==> src/ttas_pkg.sv <==
// ----------------------------------------------------------------------------
// Tick task activation scheduler package
// Shared constants, codes and types of the scheduler modules.
// ----------------------------------------------------------------------------
package ttas_pkg;

	localparam int MAX_TASKS = 16;
	localparam int IDX_W     = $clog2(MAX_TASKS);
	localparam int TASK_W    = IDX_W + 1;
	localparam int RUN_W     = 8;
	localparam int MASK_W    = 16;
	localparam int ADDR_W    = 3;
	localparam int DATA_W    = 32;

	localparam logic [TASK_W-1:0] BKG_TASK = TASK_W'(MAX_TASKS);

	localparam logic [2:0] MODE_TICK     = 3'd0;
	localparam logic [2:0] MODE_DISPATCH = 3'd1;
	localparam logic [2:0] MODE_DONE     = 3'd2;
	localparam logic [2:0] MODE_ACTIVATE = 3'd3;
	localparam logic [2:0] MODE_HALT     = 3'd4;

	localparam logic [1:0] ST_SUSPENDED = 2'd0;
	localparam logic [1:0] ST_READY     = 2'd1;
	localparam logic [1:0] ST_RUNNING   = 2'd2;

	localparam logic [1:0] STATUS_RUNNING  = 2'd1;
	localparam logic [1:0] STATUS_OVERLOAD = 2'd2;
	localparam logic [1:0] STATUS_HALTED   = 2'd3;

	localparam logic [IDX_W-1:0] SLOT_1MS   = IDX_W'(0);
	localparam logic [IDX_W-1:0] SLOT_2MSA  = IDX_W'(1);
	localparam logic [IDX_W-1:0] SLOT_2MSB  = IDX_W'(2);
	localparam logic [IDX_W-1:0] SLOT_10MS  = IDX_W'(3);
	localparam logic [IDX_W-1:0] SLOT_50MS  = IDX_W'(4);
	localparam logic [IDX_W-1:0] SLOT_100MS = IDX_W'(5);

	localparam logic [6:0] HUNDRED_LIMIT = 7'd100;
	localparam logic [4:0] FIFTY_LIMIT   = 5'd25;
	localparam logic [2:0] TEN_LIMIT     = 3'd5;

	localparam logic REG_NUM_TASKS = 1'b0;
	localparam logic REG_HANDLER   = 1'b1;

	localparam logic [TASK_W-1:0] NUM_TASKS_RESET = TASK_W'(6);
	localparam logic [MASK_W-1:0] HANDLER_RESET   = 16'hFFFF;

	typedef struct packed {
		logic [IDX_W-1:0] slot_a;
		logic             has_b;
		logic [IDX_W-1:0] slot_b;
	} tick_slots_t;

	typedef struct packed {
		logic             rd_en;
		logic             st_we;
		logic             cnt_we;
		logic [IDX_W-1:0] idx;
		logic [1:0]       st_wdata;
		logic [RUN_W-1:0] cnt_wdata;
	} mem_req_t;

endpackage

==> src/ttas_cfg_regs.sv <==
// ----------------------------------------------------------------------------
// Configuration registers
// APB-style register file holding the slot count and the handler mask.
// ----------------------------------------------------------------------------
module ttas_cfg_regs (
	input  logic                       clk,
	input  logic                       arst_n,
	input  logic                       psel,
	input  logic                       penable,
	input  logic                       pwrite,
	input  logic [ttas_pkg::ADDR_W-1:0] paddr,
	input  logic [ttas_pkg::DATA_W-1:0] pwdata,
	output logic [ttas_pkg::DATA_W-1:0] prdata,
	output logic                       pready,
	output logic [ttas_pkg::TASK_W-1:0] slots_in_use,
	output logic [ttas_pkg::MASK_W-1:0] handler_mask
);
	import ttas_pkg::*;

	logic [TASK_W-1:0] num_tasks_q;
	logic [MASK_W-1:0] handler_q;
	logic              wr_en;

	assign pready = 1'b1;
	assign wr_en  = psel & penable & pwrite;

	always_ff @(posedge clk or negedge arst_n) begin
		if (!arst_n) begin
			num_tasks_q <= NUM_TASKS_RESET;
			handler_q   <= HANDLER_RESET;
		end else if (wr_en) begin
			unique case (paddr[2])
				REG_NUM_TASKS: num_tasks_q <= pwdata[TASK_W-1:0];
				REG_HANDLER:   handler_q   <= pwdata[MASK_W-1:0];
				default:       ;
			endcase
		end
	end

	always_comb begin
		unique case (paddr[2])
			REG_NUM_TASKS: prdata = DATA_W'(num_tasks_q);
			REG_HANDLER:   prdata = DATA_W'(handler_q);
			default:       prdata = '0;
		endcase
	end

	assign slots_in_use = (num_tasks_q > BKG_TASK) ? BKG_TASK : num_tasks_q;
	assign handler_mask = handler_q;

endmodule

==> src/ttas_tick_gen.sv <==
// ----------------------------------------------------------------------------
// Tick phase generator
// Phase counter and period dividers that pick the slots a tick readies.
// ----------------------------------------------------------------------------
module ttas_tick_gen (
	input  logic                  clk,
	input  logic                  arst_n,
	input  logic                  advance,
	output ttas_pkg::tick_slots_t slots
);
	import ttas_pkg::*;

	logic [7:0] phase_q;
	logic [2:0] ten_q;
	logic [4:0] fifty_q;
	logic [6:0] hundred_q;
	logic [7:0] phase_nx;
	logic [2:0] ten_nx;
	logic [4:0] fifty_nx;
	logic [6:0] hundred_nx;
	logic [2:0] ten_inc;
	logic [4:0] fifty_inc;
	logic [6:0] hundred_inc;

	always_comb begin
		phase_nx    = phase_q + 8'd1;
		ten_inc     = ten_q + 3'd1;
		fifty_inc   = fifty_q + 5'd1;
		hundred_inc = hundred_q + 7'd1;
		ten_nx      = ten_q;
		fifty_nx    = fifty_q;
		hundred_nx  = hundred_q;
		slots       = '0;
		if (phase_nx[0]) begin
			slots.slot_a = SLOT_1MS;
			if (hundred_inc >= HUNDRED_LIMIT) begin
				slots.has_b  = 1'b1;
				slots.slot_b = SLOT_100MS;
				hundred_nx   = '0;
			end else begin
				hundred_nx = hundred_inc;
			end
		end else if (phase_nx[1]) begin
			slots.slot_a = SLOT_2MSA;
			if (fifty_inc >= FIFTY_LIMIT) begin
				slots.has_b  = 1'b1;
				slots.slot_b = SLOT_50MS;
				fifty_nx     = '0;
			end else begin
				fifty_nx = fifty_inc;
			end
		end else begin
			slots.slot_a = SLOT_2MSB;
			if (ten_inc >= TEN_LIMIT) begin
				slots.has_b  = 1'b1;
				slots.slot_b = SLOT_10MS;
				ten_nx       = '0;
			end else begin
				ten_nx = ten_inc;
			end
		end
	end

	always_ff @(posedge clk or negedge arst_n) begin
		if (!arst_n) begin
			phase_q   <= '0;
			ten_q     <= '0;
			fifty_q   <= '0;
			hundred_q <= '0;
		end else if (advance) begin
			phase_q   <= phase_nx;
			ten_q     <= ten_nx;
			fifty_q   <= fifty_nx;
			hundred_q <= hundred_nx;
		end
	end

endmodule

==> src/ttas_task_mem.sv <==
// ----------------------------------------------------------------------------
// Task state memories
// Status and run count memories with a registered read; entries that
// were never written read as their reset values.
// ----------------------------------------------------------------------------
module ttas_task_mem (
	input  logic                      clk,
	input  logic                      arst_n,
	input  ttas_pkg::mem_req_t        req,
	output logic [1:0]                st_rdata,
	output logic [ttas_pkg::RUN_W-1:0] cnt_rdata
);
	import ttas_pkg::*;

	logic [1:0]       st_mem  [MAX_TASKS];
	logic [RUN_W-1:0] cnt_mem [MAX_TASKS];
	logic [1:0]       st_raw_s1;
	logic [RUN_W-1:0] cnt_raw_s1;
	logic [MAX_TASKS-1:0] st_vld_q;
	logic [MAX_TASKS-1:0] cnt_vld_q;
	logic             st_vld_s1;
	logic             cnt_vld_s1;

	always_ff @(posedge clk) begin
		if (req.st_we) begin
			st_mem[req.idx] <= req.st_wdata;
		end
		if (req.cnt_we) begin
			cnt_mem[req.idx] <= req.cnt_wdata;
		end
		if (req.rd_en) begin
			st_raw_s1  <= st_mem[req.idx];
			cnt_raw_s1 <= cnt_mem[req.idx];
		end
	end

	always_ff @(posedge clk or negedge arst_n) begin
		if (!arst_n) begin
			st_vld_q   <= '0;
			cnt_vld_q  <= '0;
			st_vld_s1  <= 1'b0;
			cnt_vld_s1 <= 1'b0;
		end else begin
			if (req.st_we) begin
				st_vld_q[req.idx] <= 1'b1;
			end
			if (req.cnt_we) begin
				cnt_vld_q[req.idx] <= 1'b1;
			end
			if (req.rd_en) begin
				st_vld_s1  <= st_vld_q[req.idx];
				cnt_vld_s1 <= cnt_vld_q[req.idx];
			end
		end
	end

	assign st_rdata  = st_vld_s1 ? st_raw_s1 : ST_SUSPENDED;
	assign cnt_rdata = cnt_vld_s1 ? cnt_raw_s1 : '0;

endmodule

==> src/ttas_ctrl.sv <==
// ----------------------------------------------------------------------------
// Scheduler sequencer
// Event decode, read-modify-write of the task memories, dispatch scan and
// result register.
// ----------------------------------------------------------------------------
module ttas_ctrl (
	input  logic                        clk,
	input  logic                        arst_n,
	input  logic                        item_valid,
	output logic                        item_ready,
	input  logic [2:0]                  mode,
	input  logic [ttas_pkg::IDX_W-1:0]  task_index,
	output logic                        result_valid,
	input  logic                        result_ready,
	output logic                        found,
	output logic [ttas_pkg::IDX_W-1:0]  dispatched_task,
	output logic [ttas_pkg::RUN_W-1:0]  dispatched_run_count,
	output logic [ttas_pkg::TASK_W-1:0] running_task,
	output logic [ttas_pkg::MASK_W-1:0] overload_mask,
	output logic [1:0]                  scheduler_status,
	input  logic [ttas_pkg::TASK_W-1:0] slots_in_use,
	input  logic [ttas_pkg::MASK_W-1:0] handler_mask,
	input  ttas_pkg::tick_slots_t       slots,
	output logic                        tick_advance,
	output ttas_pkg::mem_req_t          mem_req,
	input  logic [1:0]                  st_rdata,
	input  logic [ttas_pkg::RUN_W-1:0]  cnt_rdata
);
	import ttas_pkg::*;

	localparam logic [2:0] S_IDLE   = 3'd0;
	localparam logic [2:0] S_EXEC   = 3'd1;
	localparam logic [2:0] S_TICK2  = 3'd2;
	localparam logic [2:0] S_SCAN   = 3'd3;
	localparam logic [2:0] S_CHECK  = 3'd4;
	localparam logic [2:0] S_FINISH = 3'd5;

	logic [2:0]        state_q;
	logic [2:0]        state_nx;
	logic [2:0]        mode_q;
	logic [IDX_W-1:0]  index_q;
	logic [TASK_W-1:0] cur_task_q;
	logic [TASK_W-1:0] sweep_q;
	logic [TASK_W-1:0] scan_q;
	logic [1:0]        status_q;
	logic [MASK_W-1:0] ovl_q;
	logic [IDX_W-1:0]  slot_b_q;
	logic              res_found_q;
	logic [IDX_W-1:0]  res_task_q;
	logic [RUN_W-1:0]  res_cnt_q;
	logic              out_valid_q;
	logic              out_found_q;
	logic [IDX_W-1:0]  out_task_q;
	logic [RUN_W-1:0]  out_cnt_q;
	logic [TASK_W-1:0] out_running_q;
	logic [MASK_W-1:0] out_ovl_q;
	logic [1:0]        out_status_q;
	logic              out_load;
	logic              ready_slot;
	logic [IDX_W-1:0]  ready_idx;
	logic              hit;
	logic [RUN_W-1:0]  cnt_inc;

	assign item_ready = (state_q == S_IDLE);
	assign out_load   = (state_q == S_FINISH) && (!out_valid_q || result_ready);
	assign hit        = (st_rdata == ST_READY) && handler_mask[scan_q[IDX_W-1:0]];
	assign cnt_inc    = cnt_rdata + RUN_W'(1);

	always_comb begin
		state_nx     = state_q;
		mem_req      = '0;
		tick_advance = 1'b0;
		ready_slot   = 1'b0;
		ready_idx    = slots.slot_a;
		unique case (state_q)
			S_IDLE: begin
				if (item_valid) begin
					state_nx = S_EXEC;
				end
			end
			S_EXEC: begin
				state_nx = S_FINISH;
				unique case (mode_q)
					MODE_TICK: begin
						tick_advance = 1'b1;
						ready_slot   = 1'b1;
						ready_idx    = slots.slot_a;
						if (slots.has_b) begin
							state_nx = S_TICK2;
						end
					end
					MODE_DISPATCH: begin
						if (cur_task_q == BKG_TASK) begin
							state_nx = S_SCAN;
						end
					end
					MODE_DONE: begin
						if (!cur_task_q[TASK_W-1]) begin
							mem_req.st_we    = 1'b1;
							mem_req.idx      = cur_task_q[IDX_W-1:0];
							mem_req.st_wdata = ST_SUSPENDED;
						end
					end
					MODE_ACTIVATE: begin
						if ({1'b0, index_q} < slots_in_use) begin
							mem_req.st_we    = 1'b1;
							mem_req.idx      = index_q;
							mem_req.st_wdata = ST_READY;
						end
					end
					default: ;
				endcase
			end
			S_TICK2: begin
				ready_slot = 1'b1;
				ready_idx  = slot_b_q;
				state_nx   = S_FINISH;
			end
			S_SCAN: begin
				if (scan_q < slots_in_use) begin
					mem_req.rd_en = 1'b1;
					mem_req.idx   = scan_q[IDX_W-1:0];
					state_nx      = S_CHECK;
				end else begin
					state_nx = S_FINISH;
				end
			end
			S_CHECK: begin
				if (hit) begin
					mem_req.st_we     = 1'b1;
					mem_req.cnt_we    = 1'b1;
					mem_req.idx       = scan_q[IDX_W-1:0];
					mem_req.st_wdata  = ST_RUNNING;
					mem_req.cnt_wdata = cnt_inc;
					state_nx          = S_FINISH;
				end else begin
					state_nx = S_SCAN;
				end
			end
			S_FINISH: begin
				if (out_load) begin
					state_nx = S_IDLE;
				end
			end
			default: state_nx = S_IDLE;
		endcase
		if (ready_slot && ({1'b0, ready_idx} < slots_in_use)) begin
			mem_req.st_we    = 1'b1;
			mem_req.idx      = ready_idx;
			mem_req.st_wdata = ST_READY;
		end else begin
			ready_slot = 1'b0;
		end
	end

	always_ff @(posedge clk or negedge arst_n) begin
		if (!arst_n) begin
			state_q     <= S_IDLE;
			cur_task_q  <= BKG_TASK;
			sweep_q     <= '0;
			scan_q      <= '0;
			status_q    <= STATUS_RUNNING;
			ovl_q       <= '0;
			res_found_q <= 1'b0;
			out_valid_q <= 1'b0;
		end else begin
			state_q <= state_nx;
			if (ready_slot && ({1'b0, ready_idx} == cur_task_q)) begin
				ovl_q[ready_idx] <= 1'b1;
				status_q         <= STATUS_OVERLOAD;
			end
			unique case (state_q)
				S_EXEC: begin
					res_found_q <= 1'b0;
					unique case (mode_q)
						MODE_DISPATCH: scan_q <= sweep_q;
						MODE_DONE: begin
							if (!cur_task_q[TASK_W-1]) begin
								cur_task_q <= BKG_TASK;
							end
						end
						MODE_HALT: status_q <= STATUS_HALTED;
						default: ;
					endcase
				end
				S_SCAN: begin
					if (scan_q >= slots_in_use) begin
						sweep_q <= '0;
					end
				end
				S_CHECK: begin
					if (hit) begin
						cur_task_q  <= scan_q;
						sweep_q     <= scan_q + TASK_W'(1);
						res_found_q <= 1'b1;
					end else begin
						scan_q <= scan_q + TASK_W'(1);
					end
				end
				default: ;
			endcase
			if (out_load) begin
				out_valid_q <= 1'b1;
			end else if (result_ready) begin
				out_valid_q <= 1'b0;
			end
		end
	end

	always_ff @(posedge clk) begin
		if (item_valid && item_ready) begin
			mode_q  <= mode;
			index_q <= task_index;
		end
		if (state_q == S_EXEC) begin
			slot_b_q   <= slots.slot_b;
			res_task_q <= '0;
			res_cnt_q  <= '0;
		end
		if (state_q == S_CHECK && hit) begin
			res_task_q <= scan_q[IDX_W-1:0];
			res_cnt_q  <= cnt_inc;
		end
		if (out_load) begin
			out_found_q   <= res_found_q;
			out_task_q    <= res_task_q;
			out_cnt_q     <= res_cnt_q;
			out_running_q <= cur_task_q;
			out_ovl_q     <= ovl_q;
			out_status_q  <= status_q;
		end
	end

	assign result_valid         = out_valid_q;
	assign found                = out_found_q;
	assign dispatched_task      = out_task_q;
	assign dispatched_run_count = out_cnt_q;
	assign running_task         = out_running_q;
	assign overload_mask        = out_ovl_q;
	assign scheduler_status     = out_status_q;

	a_task_bound: assert property (@(posedge clk) disable iff (!arst_n)
		cur_task_q <= BKG_TASK)
		else $error("Running task index is out of range.");

	a_sweep_bound: assert property (@(posedge clk) disable iff (!arst_n)
		sweep_q <= BKG_TASK)
		else $error("Sweep position is out of range.");

	a_check_after_scan: assert property (@(posedge clk) disable iff (!arst_n)
		state_q == S_CHECK |-> $past(state_q) == S_SCAN)
		else $error("Status check without a preceding memory read.");

	a_found_running: assert property (@(posedge clk) disable iff (!arst_n)
		out_load && res_found_q |-> cur_task_q == {1'b0, res_task_q})
		else $error("Dispatched task is not the running task.");

endmodule

==> src/tick_task_activation_scheduler_unit.sv <==
// ----------------------------------------------------------------------------
// Tick task activation scheduler
// Time-triggered cooperative scheduler: ticks ready periodic slots, dispatch
// starts the next ready task with a handler.
// ----------------------------------------------------------------------------
// Each event transaction is handled one at a time. A plain event passes from the
// idle state through the execute state to the finish state, which loads the
// output register; a tick whose phase also calls for a second slot passes through
// a second tick state as well. A dispatch while no task runs walks the status
// memory from the sweep position, and each slot it examines takes a scan state
// for the registered memory read and a check state, until it starts a ready slot
// with a handler or passes the last slot in use. The next event is taken once
// the result is in the output register, while that result still waits; a result
// that is still waiting holds the following one back.
// All state memories start out cleared; there is no clearing pass.
module tick_task_activation_scheduler_unit (
	input  logic                        clk,
	input  logic                        arst_n,
	input  logic                        psel,
	input  logic                        penable,
	input  logic                        pwrite,
	input  logic [ttas_pkg::ADDR_W-1:0] paddr,
	input  logic [ttas_pkg::DATA_W-1:0] pwdata,
	output logic [ttas_pkg::DATA_W-1:0] prdata,
	output logic                        pready,
	input  logic                        item_valid,
	output logic                        item_ready,
	input  logic [2:0]                  mode,
	input  logic [3:0]                  task_index,
	output logic                        result_valid,
	input  logic                        result_ready,
	output logic                        found,
	output logic [3:0]                  dispatched_task,
	output logic [7:0]                  dispatched_run_count,
	output logic [4:0]                  running_task,
	output logic [15:0]                 overload_mask,
	output logic [1:0]                  scheduler_status
);
	import ttas_pkg::*;

	logic [TASK_W-1:0] slots_in_use;
	logic [MASK_W-1:0] handler_mask;
	tick_slots_t       slots;
	logic              tick_advance;
	mem_req_t          mem_req;
	logic [1:0]        st_rdata;
	logic [RUN_W-1:0]  cnt_rdata;

	ttas_cfg_regs u_cfg_regs (
		.clk          (clk),
		.arst_n       (arst_n),
		.psel         (psel),
		.penable      (penable),
		.pwrite       (pwrite),
		.paddr        (paddr),
		.pwdata       (pwdata),
		.prdata       (prdata),
		.pready       (pready),
		.slots_in_use (slots_in_use),
		.handler_mask (handler_mask)
	);

	ttas_tick_gen u_tick_gen (
		.clk     (clk),
		.arst_n  (arst_n),
		.advance (tick_advance),
		.slots   (slots)
	);

	ttas_task_mem u_task_mem (
		.clk       (clk),
		.arst_n    (arst_n),
		.req       (mem_req),
		.st_rdata  (st_rdata),
		.cnt_rdata (cnt_rdata)
	);

	ttas_ctrl u_ctrl (
		.clk                  (clk),
		.arst_n               (arst_n),
		.item_valid           (item_valid),
		.item_ready           (item_ready),
		.mode                 (mode),
		.task_index           (task_index),
		.result_valid         (result_valid),
		.result_ready         (result_ready),
		.found                (found),
		.dispatched_task      (dispatched_task),
		.dispatched_run_count (dispatched_run_count),
		.running_task         (running_task),
		.overload_mask        (overload_mask),
		.scheduler_status     (scheduler_status),
		.slots_in_use         (slots_in_use),
		.handler_mask         (handler_mask),
		.slots                (slots),
		.tick_advance         (tick_advance),
		.mem_req              (mem_req),
		.st_rdata             (st_rdata),
		.cnt_rdata            (cnt_rdata)
	);

endmodule

==> config.mk <==
export PLATFORM = sky130hd
export DESIGN_NAME = tick_task_activation_scheduler_unit
export DESIGN_NICKNAME = d
export VERILOG_FILES = /design/src/ttas_pkg.sv /design/src/ttas_cfg_regs.sv /design/src/ttas_tick_gen.sv /design/src/ttas_task_mem.sv /design/src/ttas_ctrl.sv /design/src/tick_task_activation_scheduler_unit.sv
export SDC_FILE = /design/constraint.sdc
export NUM_CORES = 1
export LEC_CHECK = 0
export ABC_AREA = 1
export BUFFER_PORTS_ARGS = -buffer_cell sky130_fd_sc_hd__clkbuf_2
export CORE_MARGIN = 1
export CORE_UTILIZATION = 54
export CTS_CLUSTER_SIZE = 8
export DETAILED_ROUTE_END_ITERATION = 16
export GPL_ROUTABILITY_DRIVEN = 1
export GPL_TIMING_DRIVEN = 0
export PLACE_DENSITY = 0.85
export SLEW_MARGIN = 5
export SYNTH_ARGS = -nofsm -noshare
export SYNTH_HDL_FRONTEND = slang
export SYNTH_SLANG_ARGS = --single-unit
export TNS_END_PERCENT = 5
==> constraint.sdc <==
create_clock -name clk -period 3.7 [get_ports clk]
set_input_delay 0.555 -clock clk [delete_from_list [all_inputs] [get_ports clk]]
set_output_delay 0.555 -clock clk [all_outputs]
set_load 0.05 [all_outputs]
==> run metrics <==
Post-Synth Simple-Gate Area=about 22%; num rows=between 50 and 60; routed length on met3=3670 um; final net count=roughly 1600; HP Class=in -> async; Distinct cells, synth=44; Total Neg Setup Slack=0 ns; IO Port Bufs=75; vias in the first global route=about 11000; met2 WL=around 17000 um; clk sink count=between 300 and 400; Setup crit start kind=flip-flop; largest family of logic cells by synthesized area=simple AND/OR/NAND/NOR gates; most common cell after layout, fill and taps aside=nand2_1; CTS tree=yes; register bit total from synthesis=between 300 and 400; CP Capture Type=flip-flop; die width=between 150 and 200 um; CTS max path bufs=3; P_leak=7.51 nW; placed cells=around 1800; Pins Over Slew Limit=0; largest net degree at the start of global routing=103; Max Fclk=approximately 280 MHz; number of synthesized flops with an enable pin=between 200 and 250; syn avg cell area=just over 10 um^2; CTS root buf=clkbuf_16; detailed-route wire length per cell=between 15 and 20 um; Iteration-0 DRC Markers=1498; Die ar.=between 20000 and 30000 um^2; Num CTS Buffers=46; Worst Tran Pin Value=between 0.8 and 0.9 ns; DRT met1 WL=roughly 13000 um; Antenna Cells=0; min Tclk post-route=3.60 ns; Pwr Total=11.6 mW; GRT Total Usage=a little over a quarter; clock skew=0.0114 ns; vias per cell=between 5 and 6; final worst path period share=97.2%; CP arrival=4.02 ns; post-synthesis compound-gate area fraction=4.78%; WHS=between 0.05 and 0.06 ns; Post-route DRC=0; die span in y=between 150 and 200 um; cell area after synthesis=around 14000 um^2; peak supply drop=around 0.56 mV; vias=around 11000; slew margin rel.=roughly two fifths; yosys warns=0; mux contribution to synthesized area=0.0793%; outcome=complete, no violations; IO Pins=120; Max Cap Viol=0; Core Region=25500 um^2; Async SR Flop Fraction=31.7%; cts hold-fix bufs=0; Max Used Layer=met4; final hold violation count=0; Setup-failing EPs final=0; gr ovfl total=0; Placed Area=approximately 15000 um^2; drt pass-1 iters=6; WS Path Type=reg -> reg; pwr dens=approximately 690 nW/um^2; Post-Route WL=~35000 um; Antenna Nets Post-Route=0; H-tree depth=2; hpwl dp=22500 um; dominant synthesized flop cell=edfxtp_1; antenna violations before repair=0; RSZ-0062 raised after global routing=true; area share of fa/ha/maj cells after synthesis=under 10%; Worst Path Max Fanout=10; design area=approximately 17000 um^2; GP Congestion=0.940; Finished Layout Cells=between 1500 and 2000; clock-pin slew on the worst setup and hold paths=0.05 ns; global-route wire length before repair=about 54000 um; Initial Utilization=a little under three fifths; layout cell share with drive strength beyond 1=19.0%; post-synthesis sequential area ratio=between 60% and 70%; Post-Synthesis Cells=roughly 1400; post-synthesis xor/xnor area fraction=less than 1%; Clock Latency Late Sink=between 0.5 and 0.6 ns; Required @ worst endpoint=4.12 ns; Area Growth Syn to Fin=18.7%; commonest non-fill, non-tap cells in the layout=nand2_1, edfxtp_1, inv_1
[kinds of logic (layout without fill, tap and decap cells)]
family                     Yosys count  after routing
xor gates and xnor gates            13             13
and+or+nand+nor                    746            748
DFF                                322            322
buffers and inverters              187            345
muxes                                1              1
adders and majority gates           19             19
AOI/OAI and AO/OA                  121            121
other                                2             25
[cell usage after synthesis, types with 2 or more instances]
cell type | instances | area [um^2]
nor3_1 | 13 | 65.1
buf_4 | 30 | 225
xnor2_1 | 3 | 26.3
buf_2 | 20 | 100
clkbuf_1 | 17 | 63.8
conb_1 | 2 | 7.51
a21boi_0 | 2 | 15.0
dfrtp_1 | 82 | 2050
a31o_2 | 6 | 52.6
nand3_1 | 67 | 335
or2_2 | 23 | 144
a211oi_1 | 3 | 22.5
a21oi_1 | 30 | 150
xor2_1 | 10 | 87.6
o21bai_1 | 3 | 22.5
ha_1 | 19 | 238
nand2_2 | 2 | 12.5
nand4_1 | 34 | 213
nor2_2 | 4 | 25.0
dfstp_2 | 20 | 526
o22ai_1 | 6 | 37.5
clkinv_1 | 2 | 7.51
inv_2 | 7 | 26.3
nand3_2 | 2 | 20.0
o21ai_1 | 13 | 65.1
buf_1 | 3 | 11.3
a31oi_1 | 7 | 43.8
edfxtp_1 | 220 | 6610
nor2_1 | 104 | 390
or2_1 | 8 | 50.1
o21ai_0 | 46 | 230
nand2_1 | 483 | 1810
inv_1 | 108 | 405
o31ai_1 | 2 | 15.0
[what timing repair did]
action                     4_1_cts  5_1_grt
gates resized for setup         47       51
buffers inserted                 1        6
gates cloned                     0        2
pin swaps                        1        8
setup endpoints to repair      291      291
[area by class of cell]
type                       instances  area, um^2
clock buffer                      69        1240
multi-input combinational        927        4550
buffer                            70         428
sequential                       322        9180
clock inverter                     4        65.1
timing repair buffer              85         529
tap                              330         413
inverter                         117         452
fill                            1705        8610
[stage by stage]
step	util [%]	setup WS (ns)
after global routing	66.2	-0.0861
after floorplan	-	0.268
after global placement	59.2	-1.44
after detailed placement	59.4	-0.964
final	66.2	0.105
after CTS	65.2	0.0291
[worst max-delay path, cell delays in order, from the launching register on]
cell	delay [ns]
dfrtp_1	0.44
inv_2	0.12
nand3_1	0.20
o21ai_4	0.32
inv_1	0.15
ha_1	0.29
nand2_1	0.04
nor3_1	0.13
nand2_1	0.08
nand3_2	0.09
inv_2	0.08
nor3_2	0.65
buf_2	0.41
nor2_1	0.16
or2_2	0.30
[flip-flops by register name, indices dropped and copies added, names as in the netlist, 7 cells and up]
register,flops
u_task_mem.cnt_mem,128
u_task_mem.cnt_raw_s1,8
u_ctrl.dispatched_run_count,8
u_task_mem.st_vld_q,16
u_task_mem.st_mem,32
u_ctrl.overload_mask,8
u_task_mem.cnt_vld_q,16
u_ctrl.ovl_q,8
u_cfg_regs.handler_mask,16
u_tick_gen.hundred_q,7
u_ctrl.res_cnt_q,8
[metal layers]
layer  GRT usage, %  up-vias
li1               -     4959
met1           34.6     5135
met2           43.5      709
met3           4.75      126
met4           10.0        0
met5              0        -
[power breakdown]
part / total (mW) / internal (mW) / switching (mW)
logic: 3.10 / 0.820 / 2.28
registers: 4.74 / 4.45 / 0.285
clock network: 3.80 / 2.30 / 1.51
total: 11.6 / 7.57 / 4.08
[final timing paths]
check / from / to / slack, ns / cells past startpoint
min: arst_n / u_tick_gen.ten_q[2]$_DFFE_PN0P_ / 0.05 / 1
max: u_ctrl.state_q[2]$_DFFE_PN0P_ / u_task_mem.st_vld_q[9]$_DFFE_PN0N_ / 0.10 / 14
max in group asynchronous: arst_n / u_tick_gen.fifty_q[4]$_DFFE_PN0P_ / 2.96 / 1
max reg2reg: u_ctrl.state_q[2]$_DFFE_PN0P_ / u_task_mem.st_vld_q[9]$_DFFE_PN0N_ / 0.10 / 14
min in group clk: task_index[1] / u_ctrl.index_q[1]$_DFFE_PP_ / 0.19 / 1
min reg2reg: u_ctrl.res_cnt_q[1]$_SDFFCE_PN0P_ / u_ctrl.dispatched_run_count[1]$_DFFE_PP_ / 0.42 / 0
No activity file was read; power rests on OpenSTA's default activity.
